$ cat src/rtl/sks_pkg.sv
package sks_pkg;

  // field widths of the request and result transfers
  localparam int KEY_W = 16;
  localparam int OP_W  = 2;
  localparam int CNT_W = 7;

  // request kinds
  localparam logic [OP_W-1:0] OP_QUERY  = 2'd0;
  localparam logic [OP_W-1:0] OP_INSERT = 2'd1;
  localparam logic [OP_W-1:0] OP_DELETE = 2'd2;

  // control broadcast from the sequencer to every cell
  typedef struct packed {
    logic cmp;  // latch compare flags against the request key
    logic ins;  // shift up from the insert point and drop the key in
    logic del;  // shift down over the matching entry
  } cell_ctrl_t;

endpackage

$ cat src/rtl/sks_req_if.sv
interface sks_req_if;
  import sks_pkg::*;

  logic             valid;
  logic             ready;
  logic [OP_W-1:0]  op;
  logic [KEY_W-1:0] key;

  modport source (output valid, output op, output key, input ready);
  modport sink (input valid, input op, input key, output ready);

endinterface

$ cat src/rtl/sks_rsp_if.sv
interface sks_rsp_if;
  import sks_pkg::*;

  logic             valid;
  logic             ready;
  logic             success;
  logic             store_full;
  logic [CNT_W-1:0] entry_count;

  modport source (output valid, output success, output store_full, output entry_count,
                  input ready);
  modport sink (input valid, input success, input store_full, input entry_count,
                output ready);

endinterface

$ cat src/rtl/sks_cell.sv
module sks_cell #(
  parameter int KEY_BITS = 16,
  parameter int CW       = 7,
  parameter int IDX      = 0
) (
  input  logic                clk,
  input  sks_pkg::cell_ctrl_t ctrl,
  input  logic [KEY_BITS-1:0] key,
  input  logic [CW-1:0]       count,
  input  logic [KEY_BITS-1:0] left_key,
  input  logic                left_lt,
  input  logic [KEY_BITS-1:0] right_key,
  output logic [KEY_BITS-1:0] cell_key,
  output logic                lt,
  output logic                eq
);
  import sks_pkg::*;

  localparam logic [CW-1:0] IDX_C = CW'(IDX);

  logic occupied;

  assign occupied = IDX_C < count;

  // compare flags, held until the commit
  always_ff @(posedge clk) begin
    if (ctrl.cmp) begin
      lt <= occupied && (cell_key < key);
      eq <= occupied && (cell_key == key);
    end
  end

  // entries at or above the insert or delete point move by one slot
  always_ff @(posedge clk) begin
    if (ctrl.ins && !lt) begin
      cell_key <= left_lt ? key : left_key;
    end else if (ctrl.del && !lt) begin
      cell_key <= right_key;
    end
  end

endmodule

$ cat src/rtl/sorted_key_set.sv
// sorted key set: a row of cells holds the keys in ascending order
// each request passes a registered compare phase, then a commit that shifts
// the cell row; a new request is taken only after the commit, which waits
// while a result is untaken, and the result register lets a new request in
// while the previous result waits. reset clears the key count, phase and
// result valid; cell contents are not cleared and no clearing pass is made
module sorted_key_set #(
  parameter int CAPACITY = 64,
  parameter int KEY_BITS = 16
) (
  input  logic          clk,
  input  logic          rst,
  sks_req_if.sink       req,
  sks_rsp_if.source     rsp
);
  import sks_pkg::*;

  localparam int CW = $clog2(CAPACITY + 1);
  localparam logic [CW-1:0] CAP_C = CW'(CAPACITY);

  localparam logic [1:0] PH_IDLE   = 2'd0;
  localparam logic [1:0] PH_CMP    = 2'd1;
  localparam logic [1:0] PH_COMMIT = 2'd2;

  logic [1:0]            phase;
  logic [OP_W-1:0]       op_r;
  logic [KEY_BITS-1:0]   key_r;
  logic [CW-1:0]         count;
  logic [CW-1:0]         count_next;
  logic [KEY_BITS+KEY_W-1:0] key_ext;
  logic [CW+CNT_W-1:0]   count_ext;
  cell_ctrl_t            ctrl;
  logic                  commit;
  logic                  present;
  logic                  full;
  logic                  ins_go;
  logic                  del_go;
  logic                  ok;
  logic                  refused;
  logic [KEY_BITS-1:0]   cell_key [CAPACITY];
  logic [CAPACITY-1:0]   lt_vec;
  logic [CAPACITY-1:0]   eq_vec;

  // request key cut or padded to the stored width
  assign key_ext = {{KEY_BITS{1'b0}}, req.key};

  assign req.ready = phase == PH_IDLE;

  // sequencer: accept, compare in every cell, commit once the result slot is free
  always_ff @(posedge clk) begin
    if (rst) begin
      phase <= PH_IDLE;
    end else begin
      case (phase)
        PH_IDLE: begin
          if (req.valid) phase <= PH_CMP;
        end
        PH_CMP: phase <= PH_COMMIT;
        PH_COMMIT: begin
          if (commit) phase <= PH_IDLE;
        end
        default: phase <= PH_IDLE;
      endcase
    end
  end

  // request register
  always_ff @(posedge clk) begin
    if (req.valid && req.ready) begin
      op_r  <= req.op;
      key_r <= key_ext[KEY_BITS-1:0];
    end
  end

  assign commit  = (phase == PH_COMMIT) && (!rsp.valid || rsp.ready);
  assign present = |eq_vec;
  assign full    = count >= CAP_C;

  // decision for the request at commit
  always_comb begin
    ins_go  = 1'b0;
    del_go  = 1'b0;
    ok      = 1'b0;
    refused = 1'b0;
    case (op_r)
      OP_QUERY: ok = present;
      OP_INSERT: begin
        ins_go  = !present && !full;
        ok      = ins_go;
        refused = !present && full;
      end
      OP_DELETE: begin
        del_go = present;
        ok     = present;
      end
      default: ok = 1'b0;
    endcase
  end

  assign ctrl.cmp = phase == PH_CMP;
  assign ctrl.ins = commit && ins_go;
  assign ctrl.del = commit && del_go;

  always_comb begin
    count_next = count;
    if (ctrl.ins) begin
      count_next = count + 1'b1;
    end else if (ctrl.del) begin
      count_next = count - 1'b1;
    end
  end

  always_ff @(posedge clk) begin
    if (rst) begin
      count <= '0;
    end else begin
      count <= count_next;
    end
  end

  assign count_ext = {{CNT_W{1'b0}}, count_next};

  // result register
  always_ff @(posedge clk) begin
    if (rst) begin
      rsp.valid <= 1'b0;
    end else if (commit) begin
      rsp.valid <= 1'b1;
    end else if (rsp.ready) begin
      rsp.valid <= 1'b0;
    end
  end

  always_ff @(posedge clk) begin
    if (commit) begin
      rsp.success     <= ok;
      rsp.store_full  <= refused;
      rsp.entry_count <= count_ext[CNT_W-1:0];
    end
  end

  // row of cells, each linked to its neighbours
  for (genvar i = 0; i < CAPACITY; i++) begin : g_cell
    logic [KEY_BITS-1:0] lk;
    logic                llt;
    logic [KEY_BITS-1:0] rk;

    if (i == 0) begin : g_first
      assign lk  = key_r;
      assign llt = 1'b1;
    end else begin : g_inner
      assign lk  = cell_key[i-1];
      assign llt = lt_vec[i-1];
    end

    if (i == CAPACITY - 1) begin : g_last
      assign rk = '0;
    end else begin : g_body
      assign rk = cell_key[i+1];
    end

    sks_cell #(
      .KEY_BITS (KEY_BITS),
      .CW       (CW),
      .IDX      (i)
    ) u_cell (
      .clk       (clk),
      .ctrl      (ctrl),
      .key       (key_r),
      .count     (count),
      .left_key  (lk),
      .left_lt   (llt),
      .right_key (rk),
      .cell_key  (cell_key[i]),
      .lt        (lt_vec[i]),
      .eq        (eq_vec[i])
    );
  end

  // checks
  a_count_bound: assert property (@(posedge clk) disable iff (rst) count <= CAP_C)
    else $error("key count above capacity");

  a_single_match: assert property (@(posedge clk) disable iff (rst)
    (phase == PH_COMMIT) |-> $onehot0(eq_vec))
    else $error("more than one cell matches the key");

  a_insert_grows: assert property (@(posedge clk) disable iff (rst)
    ctrl.ins |=> count == $past(count) + 1'b1)
    else $error("insert did not grow the count");

  a_full_no_success: assert property (@(posedge clk) disable iff (rst)
    rsp.valid |-> !(rsp.success && rsp.store_full))
    else $error("refused insert reported success");

  a_commit_phase: assert property (@(posedge clk) disable iff (rst)
    commit |=> phase == PH_IDLE && rsp.valid)
    else $error("commit did not post a result");

endmodule
$ cat src/flat_wrapper.sv
// flat-port wrapper written by rule: the top's interface ports become plain ports
module sorted_key_set_flat import sks_pkg::*;
#(
  parameter int CAPACITY = 64,
  parameter int KEY_BITS = 16
)
  (clk, rst, req_valid, req_op, req_key, req_ready, rsp_valid, rsp_success, rsp_store_full, rsp_entry_count, rsp_ready);
  sks_req_if req_i ();
  sks_rsp_if rsp_i ();
  input  logic clk;
  input  logic rst;
  input wire logic [$bits(req_i.valid)-1:0] req_valid;
  input wire logic [$bits(req_i.op)-1:0] req_op;
  input wire logic [$bits(req_i.key)-1:0] req_key;
  output wire logic [$bits(req_i.ready)-1:0] req_ready;
  output wire logic [$bits(rsp_i.valid)-1:0] rsp_valid;
  output wire logic [$bits(rsp_i.success)-1:0] rsp_success;
  output wire logic [$bits(rsp_i.store_full)-1:0] rsp_store_full;
  output wire logic [$bits(rsp_i.entry_count)-1:0] rsp_entry_count;
  input wire logic [$bits(rsp_i.ready)-1:0] rsp_ready;
  assign req_i.valid = req_valid;
  assign req_i.op = req_op;
  assign req_i.key = req_key;
  assign req_ready = req_i.ready;
  assign rsp_valid = rsp_i.valid;
  assign rsp_success = rsp_i.success;
  assign rsp_store_full = rsp_i.store_full;
  assign rsp_entry_count = rsp_i.entry_count;
  assign rsp_i.ready = rsp_ready;
  sorted_key_set #(.CAPACITY(CAPACITY), .KEY_BITS(KEY_BITS)) u_core (.clk(clk), .rst(rst), .req(req_i), .rsp(rsp_i));
endmodule
$ cat config.mk
export PLATFORM = sky130hd
export DESIGN_NAME = sorted_key_set_flat
export DESIGN_NICKNAME = d
export VERILOG_FILES = /design/src/rtl/sks_pkg.sv /design/src/rtl/sks_req_if.sv /design/src/rtl/sks_rsp_if.sv /design/src/rtl/sks_cell.sv /design/src/rtl/sorted_key_set.sv /design/src/flat_wrapper.sv
export SDC_FILE = /design/constraint.sdc
export NUM_CORES = 2
export LEC_CHECK = 0
export ABC_AREA = 1
export BUFFER_PORTS_ARGS = -buffer_cell sky130_fd_sc_hd__buf_2
export CAP_MARGIN = 10
export CORE_MARGIN = 2
export CORE_UTILIZATION = 50
export DETAILED_ROUTE_END_ITERATION = 10
export PLACE_DENSITY_LB_ADDON = 0.2
export SLEW_MARGIN = 20
export SYNTH_ARGS = -nofsm -noshare
export SYNTH_HDL_FRONTEND = slang
export SYNTH_SLANG_ARGS = --single-unit
$ cat constraint.sdc
create_clock -name clk -period 5.7 [get_ports clk]
set_input_delay 0 -clock clk [delete_from_list [all_inputs] [get_ports clk]]
set_output_delay 0 -clock clk [all_outputs]
set_load 0.02 [all_outputs]
==> results.cfg <==
[floorplanning]
pin_count = 33
core_area_um2 = 169000
num_rows = 151
die_h_um = 416
start_util_pct = 50.3
die_area_um2 = 173000
die_w_um = 416

[global_routing]
antenna_found_initial = 10
groute.usage.overall_pct = 30.9
grt_pass1_wl_um = 408000
grt.overflow.total = 0
grt_pass1_vias = 69100
grt_max_degree = 67

[worst_hold_path]
min_path_cells = 3
holdCritStartpoint = rst
hold_class = input pin to flop
min_to = u_core.phase[1]

[sta]
max_freq_mhz = 237
max-slew-margin-rel_pct = 16.2
skew_ps = 36.7
hold_viol = 0
tns_ps = 0
finalCriticalPeriod_ps = 4220
period_share_pct = 74.1
maxSlewViolCount = 0
whs_ps = 120
setup_viol = 0
rsz0062_at_grt = false
worst_pin_slew_ps = 1260

[placed_design]
port_buffers = 32
gp_congestion = 0.941
place_hpwl_um = 193000

[synth]
synth_ff_type = edfxtp_1
ys_top_cells_by_area = edfxtp_1, ha_1, o21ai_0, nand2_1, inv_1
synth_area_um2 = 85100
synth_seq_area_share_pct = 41.9
synthDistinctLibCells = 47
ys_ff_latch = 1189
synth_area_per_cell_um2 = 8.35
yosysTopAreaCellShare_pct = 41.6
synth_fp_nets = 11200
synth_largest_area_cell = edfxtp_1
ys_warn_count = 0
async_reset_ff_share_pct = 0
synth-edff-count = 1179
synthTopCellsByCount = nand2_1, o21ai_0, inv_1
synth.most_common_cell = nand2_1
synth_cells = 10200

[critical_path]
cp.required_ps = 6210
path_class = input pin to flop
ff2ff_path_depth = 12
reg2reg_from = u_core.g_cell[40].u_cell.eq
end_kind = flop
r2r-end = u_core.g_cell[48].u_cell.cell_key[3]
crit_path_start_kind = input pin
crit_arrival_ps = 4740
r2r_slack_ps = 1510
critPathMaxFanout = 65

[run]
drv_cap = 0

[clocking]
htreeDepth = 4
insertion_delay_ps = 810
clk_pin_slew_ps = 50
cts-root-buf = clkbuf_16
cts_buffers = 143
tritoncts = built
cts_resized = 0
clkSinkCount = 1189
cts_setup_buffers = 0
clock_path_buffers = 3

[drt]
postRouteWirelength_um = 274000
first_iter_violations = 7718
routedWlPerCell_um = 22.2
drc_errors = 0
drtPass1Iterations = 8
vias = 71700
drtAntennaViolNets = 0
viasPerCell = 5.82

[layout]
fin_nets = 11000
areaGrowthSynthToFinish_pct = 7.45
nFillCells = 15500
drive_above_1_share_pct = 4.86

[power_and_ir_drop]
power_leakage_nw = 38.2
p_per_area_nw_per_um2 = 230
peakVddDrop_mv = 0.298

[status]
outcome = finished clean
==> flip-flops by register name (all words and copies together) (netlist names) <==
register and cells:
u_core.g_cell.lk 16, u_core.g_cell.u_cell.lt 64, u_core.g_cell.u_cell.cell_key 1024, u_core.count 7, u_core.rsp.success 1, u_core.rsp.entry_count 7, u_core.rsp.valid 1, u_core.rsp.store_full 1
u_core.phase 2, u_core.g_cell.u_cell.eq 64, u_core.op_r 2
==> repair_timing <==
| action | in CTS | in global routing |
|---|---|---|
| hold endpoints to repair | 46 | 0 |
| hold buffers | 43 | 0 |
| endpoints found under the setup margin | 0 | 0 |
==> routing by layer <==
layer	part of all wire (%)	track usage, %	up-vias	wire, um
li1	-	-	34500	-
met1	40	39.2	33700	110000
met2	47	52.3	2879	130000
met3	7.7	4.48	709	21200
met4	4.7	13.6	8	13000
met5	0.020	0	-	54
==> critical path: stages <==
cell and delay (ps):
dlygate4sd3_1 530, buf_2 120, dlygate4sd3_1 530, or2_2 330, nand2_1 220, inv_1 430, nand3_4 220, buf_4 680
buf_12 580, or2_1 680, nor2_1 90
==> logic make-up after synthesis <==
logic type / share of synthesized area (%)
flops: 41.9
xor+xnor: 0.0824
simple gates: 16.9
buf+inv: 9.04
fa+ha+maj: 15.1
compound gates: 17.0
==> cells in the final DEF (no fill, tap or decap), types with 6 or more instances in the layout <==
cell type      count
nor2_1           298
inv_1           1218
nor2_8            62
o21ai_1           17
a21boi_0          18
o211ai_1          43
xor2_1             7
clkinv_1          32
nor3_1            46
buf_8             12
inv_4             15
a21oi_1          522
nor4b_1            7
nand2_1         2541
clkbuf_1          33
nor2_2            23
ha_1            1027
buf_12             6
nand4_1          163
o21ai_0         2160
o21a_1             6
edfxtp_1        1179
nor4_1            60
clkinv_2          20
dfxtp_1           10
nand3_1           93
clkbuf_16        146
buf_2             32
bufinv_16         10
buf_4            134
a211oi_1          41
dlygate4sd3_1     43
==> worst max-delay path by stage <==
stage	startpoint	endpoint	slack [ps]	cells after the start
after CTS	u_core.rsp.valid	u_core.g_cell[63].u_cell.cell_key[1]	1480	9
final	rsp_ready	u_core.g_cell[63].u_cell.cell_key[1]	1480	11
after floorplan	u_core.phase[0]	u_core.g_cell[0].u_cell.eq	2290	2
after global placement	u_core.rsp.valid	u_core.g_cell[63].u_cell.cell_key[3]	1570	9
after global routing	rsp_ready	u_core.g_cell[63].u_cell.cell_key[2]	1310	11
after detailed placement	u_core.rsp.valid	u_core.g_cell[63].u_cell.cell_key[1]	1520	9
==> power breakdown <==
part           switching, W  internal [W]  total, W
Clock               0.00394       0.00520   0.00914
Combinational       0.00145      0.000645   0.00210
Sequential         0.000162       0.00959   0.00975
==> per-stage QoR <==
stage	cells	setup WS, ps	utilization (%)	total power, W	cell area [um^2]
6_report	12300	1480	54.0	0.0210	91400
5_1_grt	12300	1310	54.0	0.0216	91400
4_1_cts	12300	1480	53.9	0.0210	91100
3_5_place_dp	12000	1520	51.0	0.0119	86200
3_3_place_gp	12000	1570	50.9	0.0119	86100
2_1_floorplan	10200	2290	-	0.0112	85100
==> cell type report <==
type | count | area, um^2 | share of cell area, %
diodes | 2 | 5.00 | 0.00548
clock inverters | 75 | 699 | 0.765
well taps | 2218 | 2780 | 3.04
inverters | 1236 | 4680 | 5.12
flip-flops and latches | 1189 | 35600 | 39.0
clock buffers | 182 | 3820 | 4.18
repair buffers | 231 | 2010 | 2.20
multi-input cells | 7180 | 41800 | 45.7
Note: power is estimated with default switching activity, not from simulation.
